==> src/design/shash_pkg.sv <==
// Package for the SHA-256 stream hasher: round constants, initial hash words
// and the fixed widths of the datapath. No dependencies.
`default_nettype none

package shash_pkg;

	localparam int WORD_W   = 32;
	localparam int CHAIN_N  = 8;
	localparam int SCHED_N  = 16;
	localparam int ROUNDS   = 64;
	localparam int LEN_W    = 64;
	localparam int BYTES_W  = 61;

	localparam logic [7:0] PAD_BYTE = 8'h80;

	localparam logic [WORD_W-1:0] ROUND_K [ROUNDS] = '{
		32'h428a2f98, 32'h71374491, 32'hb5c0fbcf, 32'he9b5dba5,
		32'h3956c25b, 32'h59f111f1, 32'h923f82a4, 32'hab1c5ed5,
		32'hd807aa98, 32'h12835b01, 32'h243185be, 32'h550c7dc3,
		32'h72be5d74, 32'h80deb1fe, 32'h9bdc06a7, 32'hc19bf174,
		32'he49b69c1, 32'hefbe4786, 32'h0fc19dc6, 32'h240ca1cc,
		32'h2de92c6f, 32'h4a7484aa, 32'h5cb0a9dc, 32'h76f988da,
		32'h983e5152, 32'ha831c66d, 32'hb00327c8, 32'hbf597fc7,
		32'hc6e00bf3, 32'hd5a79147, 32'h06ca6351, 32'h14292967,
		32'h27b70a85, 32'h2e1b2138, 32'h4d2c6dfc, 32'h53380d13,
		32'h650a7354, 32'h766a0abb, 32'h81c2c92e, 32'h92722c85,
		32'ha2bfe8a1, 32'ha81a664b, 32'hc24b8b70, 32'hc76c51a3,
		32'hd192e819, 32'hd6990624, 32'hf40e3585, 32'h106aa070,
		32'h19a4c116, 32'h1e376c08, 32'h2748774c, 32'h34b0bcb5,
		32'h391c0cb3, 32'h4ed8aa4a, 32'h5b9cca4f, 32'h682e6ff3,
		32'h748f82ee, 32'h78a5636f, 32'h84c87814, 32'h8cc70208,
		32'h90befffa, 32'ha4506ceb, 32'hbef9a3f7, 32'hc67178f2
	};

	localparam logic [WORD_W-1:0] INIT_HASH [CHAIN_N] = '{
		32'h6a09e667, 32'hbb67ae85, 32'h3c6ef372, 32'ha54ff53a,
		32'h510e527f, 32'h9b05688c, 32'h1f83d9ab, 32'h5be0cd19
	};

	function automatic logic [WORD_W-1:0] rotr(input logic [WORD_W-1:0] x, input int n);
		rotr = (x >> n) | (x << (WORD_W - n));
	endfunction

endpackage

`default_nettype wire

==> src/design/shash_ram.sv <==
// Generic simple dual-port RAM: one write port, one read port with a
// registered read that holds its data while the read is not enabled.
`default_nettype none

module shash_ram #(
	parameter int WIDTH = 32,
	parameter int DEPTH = 8
) (
	input  wire logic                     clk,
	input  wire logic                     we,
	input  wire logic [$clog2(DEPTH)-1:0] waddr,
	input  wire logic [WIDTH-1:0]         wdata,
	input  wire logic                     re,
	input  wire logic [$clog2(DEPTH)-1:0] raddr,
	output logic      [WIDTH-1:0]         rdata
);

	logic [WIDTH-1:0] mem_q [DEPTH];
	logic [WIDTH-1:0] rdata_q;

	// write port
	always_ff @(posedge clk) begin
		if (we) begin
			mem_q[waddr] <= wdata;
		end
	end

	// registered read port
	always_ff @(posedge clk) begin
		if (re) begin
			rdata_q <= mem_q[raddr];
		end
	end

	assign rdata = rdata_q;

endmodule

`default_nettype wire

==> src/design/sha256_stream_hasher_top.sv <==
// SHA-256 stream hasher top level: byte collection, padding, round datapath
// and digest output. Depends on shash_pkg and shash_ram.
//
//   channel | signals                                         | direction
//   --------+-------------------------------------------------+----------
//   in      | in_valid, in_ready, data_byte, byte_present,    | sink
//           | end_of_message                                  |
//   out     | out_valid, out_ready, digest_word, word_index,  | source
//           | last_word                                       |
//
// A byte is taken while in_ready is high. The 64th byte of a block starts a
// compression (chain RAM load, 64 rounds, read-add-write of the chain RAM).
// End of message: the padding and length bytes are shifted in, with a step
// to latch the length, then one or two compressions, then the chain RAM is
// read out word by word, stalling on the output, and re-initialized.
// After reset a pass writes the initial hash words; in_ready is low.
// The last digest word can wait in the output register while bytes are accepted.
`default_nettype none

module sha256_stream_hasher_top
	import shash_pkg::*;
(
	input  wire logic        clk,
	input  wire logic        arst_n,
	input  wire logic        in_valid,
	output logic             in_ready,
	input  wire logic [7:0]  data_byte,
	input  wire logic        byte_present,
	input  wire logic        end_of_message,
	output logic             out_valid,
	input  wire logic        out_ready,
	output logic [31:0]      digest_word,
	output logic [2:0]       word_index,
	output logic             last_word
);

	localparam logic [3:0] ST_INIT  = 4'd0;
	localparam logic [3:0] ST_IDLE  = 4'd1;
	localparam logic [3:0] ST_PAD80 = 4'd2;
	localparam logic [3:0] ST_PADZ  = 4'd3;
	localparam logic [3:0] ST_LEN   = 4'd4;
	localparam logic [3:0] ST_LOAD  = 4'd5;
	localparam logic [3:0] ST_RND   = 4'd6;
	localparam logic [3:0] ST_UPD   = 4'd7;
	localparam logic [3:0] ST_ORD   = 4'd8;
	localparam logic [3:0] ST_OLD   = 4'd9;

	localparam int AW = $clog2(CHAIN_N);
	localparam logic [5:0] CNT_LAST_LOAD = 6'(CHAIN_N);
	localparam logic [5:0] CNT_LAST_RND  = 6'(ROUNDS - 1);
	localparam logic [5:0] POS_LEN       = 6'd56;
	localparam logic [5:0] POS_LAST      = 6'd63;

	logic [3:0]         state_q, ret_q;
	logic [5:0]         cnt_q;
	logic [5:0]         pos_q;
	logic [BYTES_W-1:0] total_q;
	logic [LEN_W-1:0]   len_q;
	logic [WORD_W-1:0]  sched_q [SCHED_N];
	logic [WORD_W-1:0]  v_q [CHAIN_N];
	logic               out_valid_q;
	logic [31:0]        digest_q;
	logic [2:0]         index_q;
	logic               last_q;

	// chain RAM ports
	logic              ram_we, ram_re;
	logic [AW-1:0]     ram_waddr, ram_raddr;
	logic [WORD_W-1:0] ram_wdata, ram_rdata;

	shash_ram #(
		.WIDTH(WORD_W),
		.DEPTH(CHAIN_N)
	) u_chain_ram (
		.clk   (clk),
		.we    (ram_we),
		.waddr (ram_waddr),
		.wdata (ram_wdata),
		.re    (ram_re),
		.raddr (ram_raddr),
		.rdata (ram_rdata)
	);

	logic in_fire, out_slot_free;
	assign in_ready      = (state_q == ST_IDLE);
	assign in_fire       = in_valid && in_ready;
	assign out_slot_free = !out_valid_q || out_ready;

	// select the byte that enters the block line this cycle
	logic       shift_en;
	logic [7:0] shift_byte;
	always_comb begin
		shift_en   = 1'b0;
		shift_byte = 8'h00;
		case (state_q)
			ST_IDLE: begin
				shift_en   = in_fire && byte_present;
				shift_byte = data_byte;
			end
			ST_PAD80: begin
				shift_en   = 1'b1;
				shift_byte = PAD_BYTE;
			end
			ST_PADZ: begin
				shift_en   = (pos_q != POS_LEN);
				shift_byte = 8'h00;
			end
			ST_LEN: begin
				shift_en   = 1'b1;
				shift_byte = len_q[LEN_W-1 -: 8];
			end
			default: begin
				shift_en   = 1'b0;
				shift_byte = 8'h00;
			end
		endcase
	end

	// round function
	logic [WORD_W-1:0] s0_big, s1_big, ch, maj, t1, t2, w_new, ws0, ws1;
	always_comb begin
		s1_big = rotr(v_q[4], 6) ^ rotr(v_q[4], 11) ^ rotr(v_q[4], 25);
		ch     = (v_q[4] & v_q[5]) ^ (~v_q[4] & v_q[6]);
		s0_big = rotr(v_q[0], 2) ^ rotr(v_q[0], 13) ^ rotr(v_q[0], 22);
		maj    = (v_q[0] & v_q[1]) ^ (v_q[0] & v_q[2]) ^ (v_q[1] & v_q[2]);
		t1     = v_q[7] + s1_big + ch + ROUND_K[cnt_q] + sched_q[0];
		t2     = s0_big + maj;
		ws1    = rotr(sched_q[14], 17) ^ rotr(sched_q[14], 19) ^ (sched_q[14] >> 10);
		ws0    = rotr(sched_q[1], 7) ^ rotr(sched_q[1], 18) ^ (sched_q[1] >> 3);
		w_new  = ws1 + sched_q[9] + ws0 + sched_q[0];
	end

	// chain RAM access per state
	always_comb begin
		ram_we    = 1'b0;
		ram_waddr = cnt_q[AW-1:0];
		ram_wdata = INIT_HASH[cnt_q[AW-1:0]];
		ram_re    = 1'b0;
		ram_raddr = cnt_q[AW-1:0];
		case (state_q)
			ST_INIT: begin
				ram_we = 1'b1;
			end
			ST_LOAD: begin
				ram_re = (cnt_q < CNT_LAST_LOAD);
			end
			ST_UPD: begin
				ram_re    = (cnt_q < CNT_LAST_LOAD);
				ram_we    = (cnt_q != 6'd0);
				ram_waddr = AW'(cnt_q - 6'd1);
				ram_wdata = ram_rdata + v_q[0];
			end
			ST_ORD: begin
				ram_re = 1'b1;
			end
			ST_OLD: begin
				ram_we = out_slot_free;
			end
			default: begin
				ram_we = 1'b0;
			end
		endcase
	end

	// sequencer
	always_ff @(posedge clk or negedge arst_n) begin
		if (!arst_n) begin
			state_q <= ST_INIT;
			ret_q   <= ST_IDLE;
			cnt_q   <= '0;
			pos_q   <= '0;
			total_q <= '0;
		end else begin
			if (shift_en) begin
				pos_q <= pos_q + 6'd1;
			end
			case (state_q)
				ST_INIT: begin
					if (cnt_q[AW-1:0] == AW'(CHAIN_N - 1)) begin
						cnt_q   <= '0;
						state_q <= ST_IDLE;
					end else begin
						cnt_q <= cnt_q + 6'd1;
					end
				end
				ST_IDLE: begin
					if (in_fire) begin
						if (byte_present) begin
							total_q <= total_q + BYTES_W'(1);
						end
						if (byte_present && pos_q == POS_LAST) begin
							cnt_q   <= '0;
							ret_q   <= end_of_message ? ST_PAD80 : ST_IDLE;
							state_q <= ST_LOAD;
						end else if (end_of_message) begin
							state_q <= ST_PAD80;
						end
					end
				end
				ST_PAD80: begin
					if (pos_q == POS_LAST) begin
						cnt_q   <= '0;
						ret_q   <= ST_PADZ;
						state_q <= ST_LOAD;
					end else begin
						state_q <= ST_PADZ;
					end
				end
				ST_PADZ: begin
					if (pos_q == POS_LEN) begin
						state_q <= ST_LEN;
					end else if (pos_q == POS_LAST) begin
						cnt_q   <= '0;
						ret_q   <= ST_PADZ;
						state_q <= ST_LOAD;
					end
				end
				ST_LEN: begin
					if (pos_q == POS_LAST) begin
						total_q <= '0;
						cnt_q   <= '0;
						ret_q   <= ST_ORD;
						state_q <= ST_LOAD;
					end
				end
				ST_LOAD: begin
					if (cnt_q == CNT_LAST_LOAD) begin
						cnt_q   <= '0;
						state_q <= ST_RND;
					end else begin
						cnt_q <= cnt_q + 6'd1;
					end
				end
				ST_RND: begin
					cnt_q <= cnt_q + 6'd1;
					if (cnt_q == CNT_LAST_RND) begin
						state_q <= ST_UPD;
					end
				end
				ST_UPD: begin
					if (cnt_q == CNT_LAST_LOAD) begin
						cnt_q   <= '0;
						state_q <= ret_q;
					end else begin
						cnt_q <= cnt_q + 6'd1;
					end
				end
				ST_ORD: begin
					state_q <= ST_OLD;
				end
				ST_OLD: begin
					if (out_slot_free) begin
						if (cnt_q[AW-1:0] == AW'(CHAIN_N - 1)) begin
							cnt_q   <= '0;
							state_q <= ST_IDLE;
						end else begin
							cnt_q   <= cnt_q + 6'd1;
							state_q <= ST_ORD;
						end
					end
				end
				default: begin
					state_q <= ST_IDLE;
				end
			endcase
		end
	end

	// block line and message schedule share one shift line of words
	always_ff @(posedge clk) begin
		if (shift_en) begin
			for (int k = 0; k < SCHED_N - 1; k++) begin
				sched_q[k] <= {sched_q[k][WORD_W-9:0], sched_q[k+1][WORD_W-1 -: 8]};
			end
			sched_q[SCHED_N-1] <= {sched_q[SCHED_N-1][WORD_W-9:0], shift_byte};
		end else if (state_q == ST_RND) begin
			for (int k = 0; k < SCHED_N - 1; k++) begin
				sched_q[k] <= sched_q[k+1];
			end
			sched_q[SCHED_N-1] <= w_new;
		end
	end

	// latch the bit length, then shift it out most significant byte first
	always_ff @(posedge clk) begin
		if (state_q == ST_PADZ && pos_q == POS_LEN) begin
			len_q <= {total_q, 3'b000};
		end else if (state_q == ST_LEN) begin
			len_q <= {len_q[LEN_W-9:0], 8'h00};
		end
	end

	// working variables: load from chain RAM, run rounds, rotate for update
	always_ff @(posedge clk) begin
		if ((state_q == ST_LOAD || state_q == ST_UPD) && cnt_q != 6'd0) begin
			for (int k = 0; k < CHAIN_N - 1; k++) begin
				v_q[k] <= v_q[k+1];
			end
			v_q[CHAIN_N-1] <= (state_q == ST_LOAD) ? ram_rdata : v_q[0];
		end else if (state_q == ST_RND) begin
			v_q[7] <= v_q[6];
			v_q[6] <= v_q[5];
			v_q[5] <= v_q[4];
			v_q[4] <= v_q[3] + t1;
			v_q[3] <= v_q[2];
			v_q[2] <= v_q[1];
			v_q[1] <= v_q[0];
			v_q[0] <= t1 + t2;
		end
	end

	// output register: hold a digest word until its transaction completes
	always_ff @(posedge clk or negedge arst_n) begin
		if (!arst_n) begin
			out_valid_q <= 1'b0;
		end else if (state_q == ST_OLD && out_slot_free) begin
			out_valid_q <= 1'b1;
		end else if (out_ready) begin
			out_valid_q <= 1'b0;
		end
	end

	always_ff @(posedge clk) begin
		if (state_q == ST_OLD && out_slot_free) begin
			digest_q <= ram_rdata;
			index_q  <= cnt_q[2:0];
			last_q   <= (cnt_q[AW-1:0] == AW'(CHAIN_N - 1));
		end
	end

	assign out_valid   = out_valid_q;
	assign digest_word = digest_q;
	assign word_index  = index_q;
	assign last_word   = last_q;

endmodule

`default_nettype wire

==> config.mk <==
export PLATFORM = sky130hd
export DESIGN_NAME = sha256_stream_hasher_top
export DESIGN_NICKNAME = d
export VERILOG_FILES = /design/src/design/shash_pkg.sv /design/src/design/shash_ram.sv /design/src/design/sha256_stream_hasher_top.sv
export SDC_FILE = /design/constraint.sdc
export NUM_CORES = 2
export LEC_CHECK = 0
export BUFFER_PORTS_ARGS = -buffer_cell sky130_fd_sc_hd__buf_2
export CAP_MARGIN = 15
export CORE_UTILIZATION = 55
export CTS_CLUSTER_DIAMETER = 150
export DETAILED_ROUTE_END_ITERATION = 6
export GPL_ROUTABILITY_DRIVEN = 0
export PLACE_DENSITY = 0.77
export SLEW_MARGIN = 30
export SYNTH_ARGS = -nofsm -noshare
export SYNTH_HDL_FRONTEND = slang
export SYNTH_SLANG_ARGS = --single-unit
==> constraint.sdc <==
create_clock -name clk -period 33.4 [get_ports clk]
set_input_delay 10.02 -clock clk [delete_from_list [all_inputs] [get_ports clk]]
set_output_delay 10.02 -clock clk [all_outputs]
set_load 0.05 [all_outputs]
## Word-level counts from Yosys, hierarchy flattened

Memories as Yosys holds them, arrays and structs flattened. A register that Yosys moved wholly into a read port is not among the register bits.
Cells that the tools add are included.

| word-level totals | value |
|---|---|
| output and inout bits | 38 |
| memories kept | 5 |
| input port bits | 14 |
| memory bits (writable) | 1024 |
| flip-flop bits (word level) | 179 |
| memory bits (read-only) | 2304 |

Memories:

| name | depth | width | read ports | clocked after Yosys merged registers in | wr ports | RTL line | source |
|---|---|---|---|---|---|---|---|
| (no name shown) | 64 | 32 | 1 | 0 | 0 | sha256_stream_hasher_top.sv:126 | `t1 = v_q[7] + s1_big + ch + ROUND_K[cnt_q] + sched_q[0];` |
| sched_q | 16 | 32 | 16 | 0 | 16 | sha256_stream_hasher_top.sv:59 | `logic [WORD_W-1:0] sched_q [SCHED_N];` |
| (no name shown) | 8 | 32 | 1 | 0 | 0 | sha256_stream_hasher_top.sv:137 | `ram_wdata = INIT_HASH[cnt_q[AW-1:0]];` |
| u_chain_ram.mem_q | 8 | 32 | 1 | 1 | 1 | shash_ram.sv:18 | `logic [WIDTH-1:0] mem_q [DEPTH];` |
| v_q | 8 | 32 | 8 | 0 | 8 | sha256_stream_hasher_top.sv:60 | `logic [WORD_W-1:0] v_q [CHAIN_N];` |

| operators by class | value |
|---|---|
| $add $sub $neg | 15 |
| reduce and logical (&&, ||, !) cells | 22 |
| magnitude comparators | 3 |
| bitwise operators | 53 |
| equal/unequal tests | 26 |
| multiplexer cells | 82 |

Operators with widths:

| cell | number |
|---|---|
| 2-to-1 mux 32 bit | 30 |
| adder 32 bit | 11 |
| XOR 32 bit | 9 |
| 2-to-1 mux 61 bit | 3 |
| bitwise AND 32 bit | 5 |
| 2-to-1 mux 64 bit | 2 |
| one-hot mux 61 bit (2 select lines) | 1 |
| 2-to-1 mux 4 bit | 16 |
| adder 61 x 1 -> 61 bit, second input constant | 1 |
| 2-to-1 mux 6 bit | 7 |
| one-hot mux 6 bit (7 select lines) | 1 |
| one-hot mux 4 bit (10 select lines) | 1 |
| NOT 32 bit | 1 |
| OR 10 x 32 -> 32 bit | 1 |
| OR 13 x 32 -> 32 bit | 1 |
| OR 14 x 32 -> 32 bit | 1 |
| OR 15 x 32 -> 32 bit | 1 |
| OR 19 x 32 -> 32 bit | 1 |
| OR 21 x 32 -> 32 bit | 1 |
| OR 25 x 32 -> 32 bit | 1 |
| OR 26 x 32 -> 32 bit | 1 |
| OR 30 x 32 -> 32 bit | 1 |
| OR 7 x 32 -> 32 bit | 1 |
| XOR 32 x 22 -> 32 bit | 1 |
| 39 further kinds | 102 |

## Logic depth before layout (Yosys ltp)

An unclocked memory read counts as a cell.

| depth | value |
|---|---|
| depth after elaboration | 10 |
| mapped depth | 41 |
| depth with buffers taken out | 39 |

## Modules after synthesis

From an unflattened synthesis, not the netlist that was laid out.

| unflattened totals | value |
|---|---|
| cells, all modules | 6568 |
| area total of the unflattened synthesis | 69222.6 µm² |

By module, submodules not included:

| module | cells each | sequential area each (µm²) | instances | area each (µm²) |
|---|---|---|---|---|
| sha256_stream_hasher_top | 6153 | 28003.1 | 1 | 58436.0 |
| shash_ram | 415 | 8648.3 | 1 | 10786.6 |

## Least setup slack after synthesis

No wires, ideal clock.

| path | value |
|---|---|
| path type | input to register |
| start | in byte_present |
| end | mem sched_q[0][0] (enable) |
| stages on the path | 5 |
| library setup time | 3.632 ns |
| arrival | 19.413 ns |
| slack | 10.355 ns |
| cells stage by stage | and3_1 -> clkbuf_1 -> nor3_1 -> clkbuf_1 -> nand2_1 |

RTL lines:

| what | RTL line | source |
|---|---|---|
| start, declared | sha256_stream_hasher_top.sv:28 | `input wire logic byte_present,` |
| end, declared | sha256_stream_hasher_top.sv:59 |  |

## Worst setup path in the final report

| path | value |
|---|---|
| start | reg state_q[0] |
| end | out in_ready |

| between the ends | value |
|---|---|
| word-level cells in the longest chain between the ends | 1 |

Ends and longest elaborated chain:

| what | RTL line | source |
|---|---|---|
| start, declared | sha256_stream_hasher_top.sv:54 | `logic [3:0] state_q, ret_q;` |
| start signal, assigned | sha256_stream_hasher_top.sv:243 | `state_q <= ret_q;` |
| equality test 4 x 1 -> 1 bit | sha256_stream_hasher_top.sv:85 | `assign in_ready = (state_q == ST_IDLE);` |
| end, declared | sha256_stream_hasher_top.sv:26 | `output logic in_ready,` |

No other way between the ends.

==> flow_metrics.tcl <==
set metrics [dict create \
    diodes 0 \
    place_ws_ns 20.09 \
    syn-instance-count 6774 \
    clk_latency_ns 0.80 \
    syn-cell-area_mm2 0.06905 \
    cts_buffers 134 \
    numPortBuffers 51 \
    fp.dieArea_mm2 0.1270 \
    holdBufCountCts 0 \
    power.leakage_uw 0.02985 \
    required_ns 23.38 \
    cap_violations 0 \
    synth_cell_types 80 \
    rows 129 \
    critPathBufInv 2 \
    grt_overflow_total 0 \
    initial_core_util_pct 55.63 \
    hold_path.class "reg -> reg" \
    drtIter0Drc 6791 \
    core-area_mm2 0.1241 \
    syn_area_per_cell_um2 10.19 \
    dpl.cell_count 8096 \
    cts.path.max_buffers 3 \
    area_delta_synth_final_pct 8.703 \
    crit_chain "nor4b_2 > buf_4 > buf_2" \
    end_kind "primary output" \
    hold_viol 0 \
    outcome "finished with violations" \
    power.total_uw 3157 \
    num_vias 50250 \
    clock_sinks 1234 \
    post_cts_buffers 0 \
    synthArstFlopShare_pct 6.564 \
    synthSimpleGateAreaFrac_pct 17.50 \
    wire_per_inst_um 21.93 \
    synth_compound_area_share_pct 8.139 \
    slowest_stage "dfrtp_1" \
    clockRootBuffer "clkbuf_16" \
    ys_ff_latch 1234 \
    timing.setup.tns_ns 0 \
    drive_gt1_share_pct 6.654 \
    via_per_inst 6.025 \
    drcViolationCount 1 \
    fmax_mhz 79.79 \
    synth_top_family_by_area "simple AND/OR/NAND/NOR gates" \
    synth_fp_nets 7155 \
    die_x_um 356.3 \
    antenna_found_initial 3 \
    fin_cells 8340 \
    violations "DRC" \
    num-nets-final 6978 \
    grt_pass1_wl_mm 279.5 \
    cts_tree "built" \
    synth_mux_area_share_pct 3.140 \
    worst_ep_arrival_time_ns 2.51 \
    routed_wl_mm 182.9 \
    slew_viol_final 0 \
    ant_nets 0 \
    maxSlewHeadroom_pct 30.71 \
    seq_area_mm2 0.03667 \
    cpLargestDelayFamily "flip-flops" \
    slowest_delay_ns 0.87 \
    finalCritPeriodShare_pct 37.53 \
    synth-xor-area-share_pct 5.695 \
    pin_count 52 \
    grt_pass1_vias 47650 \
    layout_setup_ws_ns 20.87 \
    dr.pass1.iters 7 \
    n_fill_cell 9775 \
    critPathKind "reg -> out" \
    period_minus_slack_ns 12.53 \
    clk_pin_slew_ns 0.06 \
    grt_use_total_pct 28.78 \
    rsz0062_at_grt "false" \
    dp_hpwl_mm 125.7 \
    htreeDepth 4 \
    final-setup-viol-count 0 \
    grt_max_degree 194 \
    multiInputGateArea_mm2 0.03019 \
    vdd_drop_max_mv 0.05742 \
    clock_skew_ns 0.05105 \
    seq_area_frac_synth_pct 53.08 \
    die_h_um 356.3 \
    power_density_mw_per_mm2 42.06 \
    synth-main-ff-cell "edfxtp_1" \
    crit_fanout 24 \
    yosys_warnings 0 \
    cts_resized 0 \
    worstMarginPinSlew_ns 1.028 \
    start_kind "register" \
    synth_fa_ha_area_share_pct 8.998 \
    synth_edf_count 1153 \
]
[kinds of logic after synthesis]
group           Yosys count
simple gates           3012
mux                     134
flops                  1234
compound gates          922
fa+ha+maj               388
buf+inv                 635
xor+xnor                449
[cells in the final DEF (no fill, tap or decap), types with 14 or more instances in the layout]
| cell | Yosys | layout |
|---|---|---|
| and2_1 | 22 | 22 |
| edfxtp_1 | 1153 | 1153 |
| nor2b_1 | 34 | 34 |
| a221oi_1 | 16 | 16 |
| buf_4 | 0 | 37 |
| nor2_1 | 228 | 218 |
| clkinv_2 | 0 | 17 |
| clkbuf_1 | 393 | 27 |
| o21a_1 | 22 | 22 |
| and3_1 | 34 | 33 |
| o31ai_1 | 22 | 20 |
| inv_1 | 207 | 206 |
| clkbuf_16 | 0 | 135 |
| dfrtp_1 | 80 | 74 |
| a21o_1 | 79 | 79 |
| a21oi_1 | 238 | 238 |
| or3_1 | 15 | 14 |
| xor2_1 | 143 | 143 |
| nand2b_1 | 41 | 41 |
| nand4_1 | 24 | 24 |
| mux2_2 | 21 | 21 |
| a31oi_1 | 41 | 41 |
| mux4_2 | 64 | 64 |
| xnor2_1 | 306 | 306 |
| fa_1 | 188 | 188 |
| nand2_1 | 2440 | 2438 |
| o211ai_1 | 29 | 29 |
| mux2i_1 | 49 | 49 |
| nand3_1 | 79 | 77 |
| a211oi_1 | 41 | 40 |
| ha_1 | 179 | 179 |
| or2_2 | 16 | 16 |
| nor3_1 | 48 | 46 |
| o21ai_0 | 315 | 302 |
| maj3_1 | 21 | 21 |
| clkinv_1 | 2 | 29 |
| buf_2 | 1 | 50 |
[area by class of cell]
cell class                      instances  area share (%)
Clock inverter                         77           1.138
Timing Repair Buffer                  112           1.323
Inverter                              210           1.050
Multi-Input combinational cell       4905           40.22
Tap cell                             1637           2.729
Clock buffer                          165           4.691
Sequential cell                      1234           48.85
[state kept, by name, summed over array words and instances (netlist names), 6 cells and up]
register           count
cnt_q                  6
digest_word           32
len_q                 61
pos_q                  6
sched_q              512
total_q               61
u_chain_ram.mem_q    256
u_chain_ram.rdata     32
v_q                  256
[synthesized netlist by cell type, types with 48 or more instances]
| cell | n | area share (%) |
|---|---|---|
| o21ai_0 | 315 | 2.3 |
| fa_1 | 188 | 5.5 |
| a21oi_1 | 238 | 1.7 |
| edfxtp_1 | 1153 | 50 |
| xnor2_1 | 306 | 3.9 |
| nand2_1 | 2440 | 13 |
| ha_1 | 179 | 3.2 |
| a21o_1 | 79 | 0.86 |
| dfrtp_1 | 80 | 2.9 |
| nand3_1 | 79 | 0.57 |
| nor3_1 | 48 | 0.35 |
| nor2_1 | 228 | 1.2 |
| mux4_2 | 64 | 2.1 |
| inv_1 | 207 | 1.1 |
| clkbuf_1 | 393 | 2.1 |
| xor2_1 | 143 | 1.8 |
| mux2i_1 | 49 | 0.71 |
[per-layer routing]
metal / vias up / global-route usage, % / share of wire (%) / wire length [µm]
li1: 22740 / - / - / -
met2: 2572 / 44.79 / 46 / 84630
met5: - / 0 / 0.015 / 27
met3: 519 / 6.026 / 9.8 / 17920
met1: 24410 / 38.96 / 39 / 71330
met4: 4 / 13.18 / 4.9 / 9001
[worst paths after layout]
check	start	endpoint	slack, ns	cells past startpoint
worst min register to register	pos_q[5]	pos_q[5]	0.48	1
worst max register to register	cnt_q[0]	v_q[0][30]	21.88	34
worst max-delay path	state_q[0]	in_ready	20.87	3
max in group asynchronous	arst_n	cnt_q[2]	23.15	2
min in group asynchronous	arst_n	total_q[46]	9.23	1
worst min-delay path	pos_q[5]	pos_q[5]	0.48	1
[per-stage QoR]
step | hold WS (ns) | utilization [%] | cell area [µm²]
6_report | 0.4792 | 60.48 | 75060
5_1_grt | 0.4825 | 60.48 | 75060
4_1_cts | 0.4714 | 60.40 | 74970
3_5_place_dp | 0.4622 | 56.87 | 70590
3_3_place_gp | 0.4575 | 56.66 | 70330
2_1_floorplan | 0.4423 | - | 69050
[worst register-to-register path, delay by kind of cell (launching register included)]
family	cells	cell delay, ns
compound gates	13	3.87
fa+ha+maj	7	3.50
simple gates	6	1.50
buf+inv	6	1.20
flops	1	0.62
xor+xnor	2	0.61
[power by group]
group	total [µW]	switching (µW)	internal [µW]
sequential	1660	0.00000000000000196	1660
clock	1490	649	839
combinational	3.39	2.65	0.725
total	3160	652	2510
Note: power is estimated with default switching activity, not from simulation.
